### src/sv/assert_macros.svh
`ifndef ASSERT_MACROS_SVH
`define ASSERT_MACROS_SVH

// Check a property on every clock edge outside reset.
`define DLF_ASSERT(lbl, prop, msg) \
  lbl: assert property (@(posedge clk_i) disable iff (!rst_ni) prop) else $error(msg);

// Check that a condition implies another on the next clock edge, outside reset.
`define DLF_ASSERT_NEXT(lbl, pre, post, msg) \
  lbl: assert property (@(posedge clk_i) disable iff (!rst_ni) pre |=> post) else $error(msg);

`endif

### src/sv/dlf_pkg.sv
package dlf_pkg;

  localparam int NumLanes = 8;   // centre samples rebuilt per line
  localparam int NumTaps  = 7;   // window length of the low-pass
  localparam int ExtLen   = 14;  // padded line: three pads, eight centre, three pads
  localparam int HalfLen  = 4;   // samples per variance half

  typedef logic [7:0] pix_t;

  // Stage-one record: partial variance terms, gate inputs and lane results
  typedef struct packed {
    logic signed [9:0]  sum_l;
    logic signed [9:0]  sum_r;
    logic [16:0]        sq_l;
    logic [16:0]        sq_r;
    logic [15:0]        qq;
    logic               edge_busy;
    pix_t [NumLanes-1:0] filt;
    pix_t [NumLanes-1:0] raw;
  } stage_t;

  // Merged result of one line
  typedef struct packed {
    pix_t [NumLanes-1:0] filt;
    logic [17:0]         var_sum;
    logic                smoothed;
  } result_t;

endpackage

### src/sv/dlf_var_lane.sv
module dlf_var_lane
  import dlf_pkg::*;
(
  input  pix_t [HalfLen-1:0] pix_i,
  output logic signed [9:0]  sum_o,
  output logic [16:0]        sq_o
);

  logic signed [7:0]  ctr [HalfLen];
  logic signed [15:0] prod [HalfLen];

  // Center on 128 by flipping the top bit, then square each sample
  always_comb begin
    for (int k = 0; k < HalfLen; k++) begin
      ctr[k]  = signed'(pix_i[k] ^ 8'h80);
      prod[k] = ctr[k] * ctr[k];
    end
  end

  // Accumulate the centered sum and the sum of squares
  always_comb begin
    sum_o = '0;
    sq_o  = '0;
    for (int k = 0; k < HalfLen; k++) begin
      sum_o = sum_o + 10'(ctr[k]);
      sq_o  = sq_o + 17'(prod[k][14:0]);
    end
  end

endmodule

### src/sv/dlf_filter_lane.sv
module dlf_filter_lane
  import dlf_pkg::*;
(
  input  pix_t [NumTaps-1:0] taps_i,
  output pix_t               pix_o
);

  logic [10:0]        sum7;
  logic [10:0]        centre_sum;
  logic [11:0]        dbl;
  logic signed [13:0] acc;
  logic [8:0]         shr;

  // Sum the seven-sample window
  always_comb begin
    sum7 = '0;
    for (int k = 0; k < NumTaps; k++) begin
      sum7 = sum7 + 11'(taps_i[k]);
    end
  end

  // Weight the centre twice, add rounding, then the prev minus next slope
  always_comb begin
    centre_sum = sum7 + 11'd4 + 11'(taps_i[3]);
    dbl        = {centre_sum, 1'b0};
    acc        = $signed({2'b00, dbl}) + $signed({6'b0, taps_i[2]})
                 - $signed({6'b0, taps_i[4]});
    shr        = acc[12:4];
  end

  // Clamp to the pixel range
  always_comb begin
    if (acc[13]) begin
      pix_o = '0;
    end else if (shr[8]) begin
      pix_o = 8'hFF;
    end else begin
      pix_o = shr[7:0];
    end
  end

endmodule

### src/sv/dlf_merge.sv
module dlf_merge
  import dlf_pkg::*;
(
  input  stage_t  st_i,
  output result_t res_o
);

  logic signed [19:0] sqr_l;
  logic signed [19:0] sqr_r;
  logic [16:0]        var_l;
  logic [16:0]        var_r;
  logic [17:0]        lim_x3;
  logic [12:0]        limit;
  logic               busy;

  // Finish each half variance: sum of squares minus a quarter of the squared sum
  always_comb begin
    sqr_l = st_i.sum_l * st_i.sum_l;
    sqr_r = st_i.sum_r * st_i.sum_r;
    var_l = st_i.sq_l - sqr_l[18:2];
    var_r = st_i.sq_r - sqr_r[18:2];
  end

  // Gate limit is three q squared over 32
  always_comb begin
    lim_x3 = {2'b00, st_i.qq} + {1'b0, st_i.qq, 1'b0};
    limit  = lim_x3[17:5];
    busy   = (var_l >= {4'b0, limit}) || (var_r >= {4'b0, limit}) || st_i.edge_busy;
  end

  // Pick the low-pass result only when the line is calm
  always_comb begin
    res_o.var_sum  = {1'b0, var_l} + {1'b0, var_r};
    res_o.smoothed = !busy;
    res_o.filt     = busy ? st_i.raw : st_i.filt;
  end

endmodule

### src/sv/deblock_line_filter_top.sv
// Channel        Dir  Handshake                       Payload
// s_axis (line)  in   s_axis_tvalid / s_axis_tready   tdata: sample_0..9, quant_step
// m_axis (res)   out  m_axis_tvalid / m_axis_tready   tdata: filtered_0..7, variance_sum
//                                                     tuser: smoothed
//
// One line per cycle unless m_axis_tready stalls; registered in st1_q, then out_q.
// Stage one runs the eight filter lanes and the squares of both variance halves;
// stage two squares the half sums, forms the gate and merges the lanes.
// Reset clears only the two stage valid flags.
// A stalled result holds in out_q; stage one still takes a request while it is empty.
module deblock_line_filter_top
  import dlf_pkg::*;
(
  input  logic        clk_i,
  input  logic        rst_ni,
  input  logic        s_axis_tvalid,
  output logic        s_axis_tready,
  // sample_0..sample_9 [79:0], quant_step [87:80]
  input  logic [87:0] s_axis_tdata,
  output logic        m_axis_tvalid,
  input  logic        m_axis_tready,
  // filtered_0..filtered_7 [63:0], variance_sum [81:64], zero pad [87:82]
  output logic [87:0] m_axis_tdata,
  // smoothed [0]
  output logic        m_axis_tuser
);

  pix_t                smp [10];
  pix_t                q;
  pix_t                pad_l;
  pix_t                pad_r;
  pix_t                ext [ExtLen];
  pix_t [NumTaps-1:0]  lane_taps [NumLanes];
  pix_t [NumLanes-1:0] lane_pix;
  logic signed [9:0]   sum_l;
  logic signed [9:0]   sum_r;
  logic [16:0]         sq_l;
  logic [16:0]         sq_r;
  stage_t              st1_d;
  stage_t              st1_q;
  logic                s1_vld_q;
  logic                s1_vld_d;
  result_t             res;
  result_t             out_q;
  logic                out_vld_q;
  logic                out_vld_d;
  logic                en1;
  logic                en2;

  function automatic pix_t absdiff(pix_t a, pix_t b);
    return (a > b) ? (a - b) : (b - a);
  endfunction

  // Unpack the request
  always_comb begin
    for (int k = 0; k < 10; k++) begin
      smp[k] = s_axis_tdata[8*k +: 8];
    end
    q = s_axis_tdata[87:80];
  end

  // Select pads and build the padded line
  always_comb begin
    pad_l = (absdiff(smp[0], smp[1]) < q) ? smp[0] : smp[1];
    pad_r = (absdiff(smp[8], smp[9]) < q) ? smp[9] : smp[8];
    for (int k = 0; k < 3; k++) begin
      ext[k]      = pad_l;
      ext[11 + k] = pad_r;
    end
    for (int k = 0; k < NumLanes; k++) begin
      ext[3 + k] = smp[1 + k];
    end
  end

  // Filter lanes, one per centre sample
  for (genvar g = 0; g < NumLanes; g++) begin : g_lane
    for (genvar t = 0; t < NumTaps; t++) begin : g_tap
      assign lane_taps[g][t] = ext[g + t];
    end
    dlf_filter_lane u_lane (
      .taps_i (lane_taps[g]),
      .pix_o  (lane_pix[g])
    );
  end

  // Variance lanes, one per half
  dlf_var_lane u_var_l (
    .pix_i ({smp[4], smp[3], smp[2], smp[1]}),
    .sum_o (sum_l),
    .sq_o  (sq_l)
  );

  dlf_var_lane u_var_r (
    .pix_i ({smp[8], smp[7], smp[6], smp[5]}),
    .sum_o (sum_r),
    .sq_o  (sq_r)
  );

  // Gather the stage-one record
  always_comb begin
    st1_d.sum_l     = sum_l;
    st1_d.sum_r     = sum_r;
    st1_d.sq_l      = sq_l;
    st1_d.sq_r      = sq_r;
    st1_d.qq        = q * q;
    st1_d.edge_busy = absdiff(smp[4], smp[5]) >= q;
    st1_d.filt      = lane_pix;
    for (int k = 0; k < NumLanes; k++) begin
      st1_d.raw[k] = smp[1 + k];
    end
  end

  // Merge the lanes behind stage one
  dlf_merge u_merge (
    .st_i  (st1_q),
    .res_o (res)
  );

  // Advance each stage when its successor has room
  always_comb begin
    en2       = !out_vld_q || m_axis_tready;
    en1       = !s1_vld_q || en2;
    s1_vld_d  = en1 ? s_axis_tvalid : s1_vld_q;
    out_vld_d = en2 ? s1_vld_q : out_vld_q;
  end

  always_ff @(posedge clk_i or negedge rst_ni) begin
    if (!rst_ni) begin
      s1_vld_q  <= 1'b0;
      out_vld_q <= 1'b0;
    end else begin
      s1_vld_q  <= s1_vld_d;
      out_vld_q <= out_vld_d;
    end
  end

  always_ff @(posedge clk_i) begin
    if (en1 && s_axis_tvalid) begin
      st1_q <= st1_d;
    end
    if (en2 && s1_vld_q) begin
      out_q <= res;
    end
  end

  assign s_axis_tready = en1;
  assign m_axis_tvalid = out_vld_q;
  assign m_axis_tdata  = {6'b0, out_q.var_sum, out_q.filt};
  assign m_axis_tuser  = out_q.smoothed;

  `include "assert_macros.svh"

  `DLF_ASSERT_NEXT(a_s1_hold, s1_vld_q && !en2, s1_vld_q && $stable(st1_q), "held line lost")
  `DLF_ASSERT_NEXT(a_s1_fill, s_axis_tvalid && s_axis_tready, s1_vld_q, "accepted line lost")
  `DLF_ASSERT(a_zero_q, s1_vld_q && res.smoothed |-> st1_q.qq != 16'd0, "smoothed with zero step")

endmodule
### config.mk
export PLATFORM = sky130hd
export DESIGN_NAME = deblock_line_filter_top
export DESIGN_NICKNAME = d
export VERILOG_FILES = /design/src/sv/dlf_pkg.sv /design/src/sv/dlf_var_lane.sv /design/src/sv/dlf_filter_lane.sv /design/src/sv/dlf_merge.sv /design/src/sv/deblock_line_filter_top.sv
export VERILOG_INCLUDE_DIRS = /design/src /design/src/sv
export SDC_FILE = /design/constraint.sdc
export NUM_CORES = 2
export LEC_CHECK = 0
export BUFFER_PORTS_ARGS = -buffer_cell sky130_fd_sc_hd__buf_4
export CAP_MARGIN = 20
export CORE_MARGIN = 4
export CORE_UTILIZATION = 45
export CTS_BUF_LIST = sky130_fd_sc_hd__clkbuf_4 sky130_fd_sc_hd__clkbuf_8 sky130_fd_sc_hd__clkbuf_16
export CTS_CLUSTER_SIZE = 28
export DETAILED_ROUTE_END_ITERATION = 8
export PLACE_DENSITY = 0.62
export SETUP_SLACK_MARGIN = 0.05
export SKIP_CTS_REPAIR_TIMING = 1
export SYNTH_ARGS = -nofsm -noshare
export SYNTH_HDL_FRONTEND = slang
export SYNTH_SLANG_ARGS = --single-unit
### constraint.sdc
create_clock -name clk_i -period 9.4 [get_ports clk_i]
set_clock_uncertainty 0.05 [all_clocks]
set_input_delay 0 -clock clk_i [delete_from_list [all_inputs] [get_ports clk_i]]
set_output_delay 0 -clock clk_i [all_outputs]
set_load 0.005 [all_outputs]
* Word-level counts from Yosys, hierarchy flattened *
Cells that the tools add are included.

storage, ports and cells
  register bits after elaboration = 284
  input bits = 92
  output and inout port bits = 91
  word-level logic and storage cells = 185

cells by class
  add/subtract/negate cells = 101
  $mul = 11
  order comparisons = 8
  mux-type cells = 14
  bitwise logic cells = 8
  reduce and logical (&&, ||, !) cells = 9

operator list
  operator                                                         count
  11-bit by 8-bit adder with 11-bit output                         48
  8-bit by 8-bit multiplier with 15-bit output                     8
  14-bit by 9-bit subtractor with 14-bit output                    8
  12-bit by 8-bit adder with 13-bit output                         8
  8-bit 2-to-1 mux                                                 13
  11-bit by 3-bit adder with 11-bit output, second input constant  8
  8-bit by 8-bit adder with 9-bit output                           9
  17-bit by 15-bit adder with 17-bit output                        4
  64-bit 2-to-1 mux                                                1
  8-bit subtractor                                                 6
  10-bit by 10-bit multiplier with 19-bit output                   2
  17-bit by 13-bit >= comparator with 1-bit output                 2
  17-bit subtractor                                                2
  15-bit by 15-bit adder with 16-bit output                        2
  8-bit greater-than comparator                                    3
  10-bit by 8-bit adder with 10-bit output                         2
  9-bit by 8-bit adder with 10-bit output                          2
  16-bit by 17-bit adder with 18-bit output                        1
  17-bit by 17-bit adder with 18-bit output                        1
  8-bit < comparator                                               2
  8-bit by 8-bit multiplier with 16-bit output                     1
  8-bit >= comparator                                              1
  1-bit NOT                                                        8
  1-bit logical OR                                                 4
  2 further kinds                                                  5

* Longest topological paths before layout *
  depth after elaboration = 15
  gate-level depth with buffers = 51
  gate-level depth less buffers = 51

* Hierarchy *
Synthesis repeated with hierarchy kept, for this count alone.

second synthesis, totals
  cells, all modules = 6,208
  area total of the unflattened synthesis = 60,006.3 um2

modules (own cells, without submodules)
  module                   instances  cells each  area an instance (um2)  seq. area each (um2)
  dlf_filter_lane          8          241         2,118.3                 0.0
  deblock_line_filter_top  1          821         12,766.0                8,488.1
  dlf_merge                1          1,284       10,979.3                0.0
  dlf_var_lane at u_var_r  1          1,111       9,771.9                 0.0
  dlf_var_lane at u_var_l  1          1,064       9,542.9                 0.0

* Worst setup path after synthesis *
OpenSTA, ideal clock, no wires.

  path kind = in2reg
  from = in s_axis_tdata[9]
  to = reg st1_q[84] in the netlist's numbering, data pin
  setup time = 0.264 ns
  data arrival time = 9.301 ns
  required time = 9.086 ns
  slack = -0.215 ns
  stages on the path = 45
  path buffers = 1
  cells stage by stage = clkinv_1 fa_1 a21o_1 a21o_1 a21oi_1 o21bai_1 a21o_1 a21oi_1 nor2_1 mux2i_1 o221ai_1 xor2_1 ha_1 nand2_1 o21ai_0 or2_2 o21ai_0 nand2b_1 [... 9 more ...] inv_1 fa_1 fa_1 inv_1 ha_1 a21boi_0 nor2_1 ha_1 a21boi_0 o21ai_0 a21boi_1 nor2_1 ha_1 o41ai_2 nand3_1 o21ai_1 nand3b_1 a21boi_0

on the way
  cells in the longest elaborated chain, start to end = 15
  elaborated cells on any way between the ends = 17
  those cells by class = add/sub (12); order compare (2); mux (3)

RTL lines
  item                                                                      line                            RTL
  start, declared                                                           deblock_line_filter_top.sv:19   input logic [87:0] s_axis_tdata,
  8-bit subtractor / 8-bit greater-than comparator (equally long branches)  deblock_line_filter_top.sv:51   return (a > b) ? (a - b) : (b - a);
  8-bit 2-to-1 mux                                                          deblock_line_filter_top.sv:51
  8-bit < comparator                                                        deblock_line_filter_top.sv:64   pad_l = (absdiff(smp[0], smp[1]) < q) ? smp[0] : smp[1];
  8-bit 2-to-1 mux                                                          deblock_line_filter_top.sv:64
  8-bit by 8-bit adder with 9-bit output *                                  dlf_filter_lane.sv:18           sum7 = sum7 + 11'(taps_i[k]);
  11-bit by 8-bit adder with 11-bit output * (5 in series)                  dlf_filter_lane.sv:18
  11-bit by 3-bit adder with 11-bit output *                                dlf_filter_lane.sv:24           centre_sum = sum7 + 11'd4 + 11'(taps_i[3]);
  11-bit by 8-bit adder with 11-bit output *                                dlf_filter_lane.sv:24
  12-bit by 8-bit adder with 13-bit output *                                dlf_filter_lane.sv:26           acc = $signed({2'b00, dbl}) + $signed({6'b0, taps_i[2]})
  14-bit by 9-bit subtractor with 14-bit output *                           dlf_filter_lane.sv:27           - $signed({6'b0, taps_i[4]});
  8-bit 2-to-1 mux                                                          dlf_filter_lane.sv:35           end else if (shr[8]) begin
  end signal, assigned                                                      deblock_line_filter_top.sv:139  st1_q <= st1_d;
  end, declared                                                             deblock_line_filter_top.sv:40   stage_t st1_q;

Mark *: on every way between the ends. The rest lies on a longest branch, timed or not.
A chain may end at the register's enable or synchronous reset.

==> results.toml <==
[placement]
port-buffer-count = 176
placed_cell_area_um2 = 62500
dpl.cell_count = 8069
place_congestion = 0.947
dpl.hpwl_mm = 129

[run_status]
status = "finished clean"

[global_routing]
groute.layer.met3.usage_pct = 3.23
gr-usage-met1_pct = 32.5
grt_pass1_vias = 43347
grt_use_met2_pct = 38.6
grt_overflow = 0
grt_use_total_pct = 23.3
grt_max_degree = 63
grt_pass1_wl_mm = 246
top_usage_layer = "met2"
antenna_found_initial = 9

[clock_tree]
cts_root_buf = "clkbuf_16"
htreeDepth = 2
clock_latency_ps = 580
clkTransAtPathRegs_ps = 60
cts_tree = "yes"
cts_buffers = 36
cts_max_path_buffers = 3
numClockSinks = 280

[hold_path]
hold_class = "in -> reg"
min_from = "s_axis_tdata[82]"

[timing]
max_slew_margin_pct = 37.5
slew_violations = 0
post-route-min-period_ps = 8930
hold_viol = 0
rsz0062_at_grt = "true"
setup_viol = 0
fmax_ghz = 0.112
worst_hold_slack_ps = 55.4
fin_setup_tns_ps = 0
finalCritPeriodShare_pct = 95.0
tightest_slew_ps = 936

[setup_path]
critical_path_class = "reg -> reg"
slowest_stage = "fa_1"
start_kind = "flip-flop"
critPathArrivalTime_ps = 9200
cp-end-kind = "flip-flop"
crit_required_ps = 9660
crit_fanout = 17
slowest_delay_ps = 550
crit_path_start = "st1_q[181]$_DFFE_PP_"
r2r-start = "st1_q[181]$_DFFE_PP_"

[detailed_routing]
routedWlPerCell_um = 19.3
antenna_left = 0
drtPass1Iterations = 7
drc = 0
routed_wl_mm = 159
first_iter_violations = 2665
via_count = 43008
vias_per_cell = 5.23

[synth]
yosys.cell_count.top_type = "inv_1"
syn-cell-area_um2 = 58200
synth_top_cell_area_share_pct = 28.9
ys_ff_latch = 280
synth_flop_cell = "edfxtp_1"
yosys.area.top_type = "fa_1"
async_flop_share_pct = 0.714
synth_cell_types = 104
synthCells = 6085
ys_warn_count = 0
synth_edf_count = 278
ys_seq_area_share_pct = 14.4
syn_avg_cell_area_um2 = 9.56
synth_area_leaders = "fa_1, ha_1, edfxtp_1, inv_1, xnor2_1"
synth_common_cells = "inv_1, fa_1, ha_1, nor2_1, xnor2_1"

[die]
core_area_um2 = 128000
die_h_um = 368
boundaryPins = 183
rows = 131
dieWidth_um = 368
start_util_pct = 45.5
dieArea_um2 = 135000

[layout]
drive_gt1_share_pct = 7.37
n_fill_cell = 11871
final_cell_area_um2 = 64700
syn_to_final_growth_pct = 11.1
fin_nets = 8209
final_cells = 8220

[job]
max_cap_violations = 0
==> worst max-delay path, delay by kind of cell (launching register included) <==
kind	cells	cell delay, ps
adders and majority gates	8	3230
AOI/OAI and AO/OA	10	2070
and+or+nand+nor	5	1290
buffers and inverters	5	790
DFF	1	420
xor gates and xnor gates	2	400
muxes	1	360
==> state kept, by name, indices dropped and copies added (netlist names) <==
signal / cells
s1_vld_q: 1
st1_q: 195
m_axis_tdata: 82
m_axis_tvalid: 1
m_axis_tuser: 1
==> cells by family after synthesis <==
logic type	synth area share, %
adder cells (fa/ha/maj)	46.4
buffers and inverters	8.90
AO/OA/AOI/OAI	11.1
multiplexers	1.92
flip-flops	14.4
XOR/XNOR	7.70
AND/OR/NAND/NOR	9.52
other	0.00644
==> placed cells by master, fill, tap and decap left out, types with 66 or more instances in the layout <==
| cell type | count |
|---|---|
| dlygate4sd3_1 | 73 |
| ha_1 | 810 |
| nor3_1 | 66 |
| xnor2_1 | 373 |
| o21bai_1 | 73 |
| fa_1 | 839 |
| inv_1 | 1281 |
| nand2_1 | 313 |
| xor2_1 | 132 |
| nor2_1 | 403 |
| buf_4 | 329 |
| o21ai_0 | 128 |
| a21o_1 | 120 |
| edfxtp_1 | 278 |
| o21a_1 | 76 |
| a21oi_1 | 320 |
| nor2b_1 | 77 |
==> worst paths after layout <==
check / slack [ps] / cells after the start / endpoint
hold / removal: 60 / 5 / st1_q[132]$_DFFE_PP_
hold reg to reg: 450 / 1 / m_axis_tvalid$_DFFE_PN0P_
min in group asynchronous: 250 / 3 / m_axis_tvalid$_DFFE_PN0P_
max in group asynchronous: 8920 / 3 / s1_vld_q$_DFFE_PN0N_
setup / recovery: 470 / 31 / m_axis_tdata[45]$_DFFE_PP_
setup reg to reg: 470 / 31 / m_axis_tdata[45]$_DFFE_PP_
==> area by class of cell <==
type | count | area [um^2] | area share, %
antenna | 2 | 5.00 | 0.00774
clock buffer | 42 | 963 | 1.49
clock inverter | 19 | 175 | 0.271
inverter | 1291 | 4850 | 7.50
multi-input combinational | 4448 | 44800 | 69.3
sequential | 280 | 8400 | 13.0
tap | 1729 | 2160 | 3.35
timing repair buffer | 409 | 3330 | 5.15
==> per-layer routing <==
metal	routed length (um)	vias up
li1	-	20528
met1	71300	21172
met2	73200	1085
met3	9450	221
met4	4600	2
met5	13	-
==> stage by stage <==
step           utilization, %  setup WS [ps]
2_1_floorplan               -           62.9
3_3_place_gp             48.8           -402
3_5_place_dp             48.8           -506
4_1_cts                  49.7           41.8
5_1_grt                  50.5           26.3
6_report                 50.5            466
Power is not shown: default switching activity piles up to over one toggle a cycle in this logic, so the estimate is an artifact.
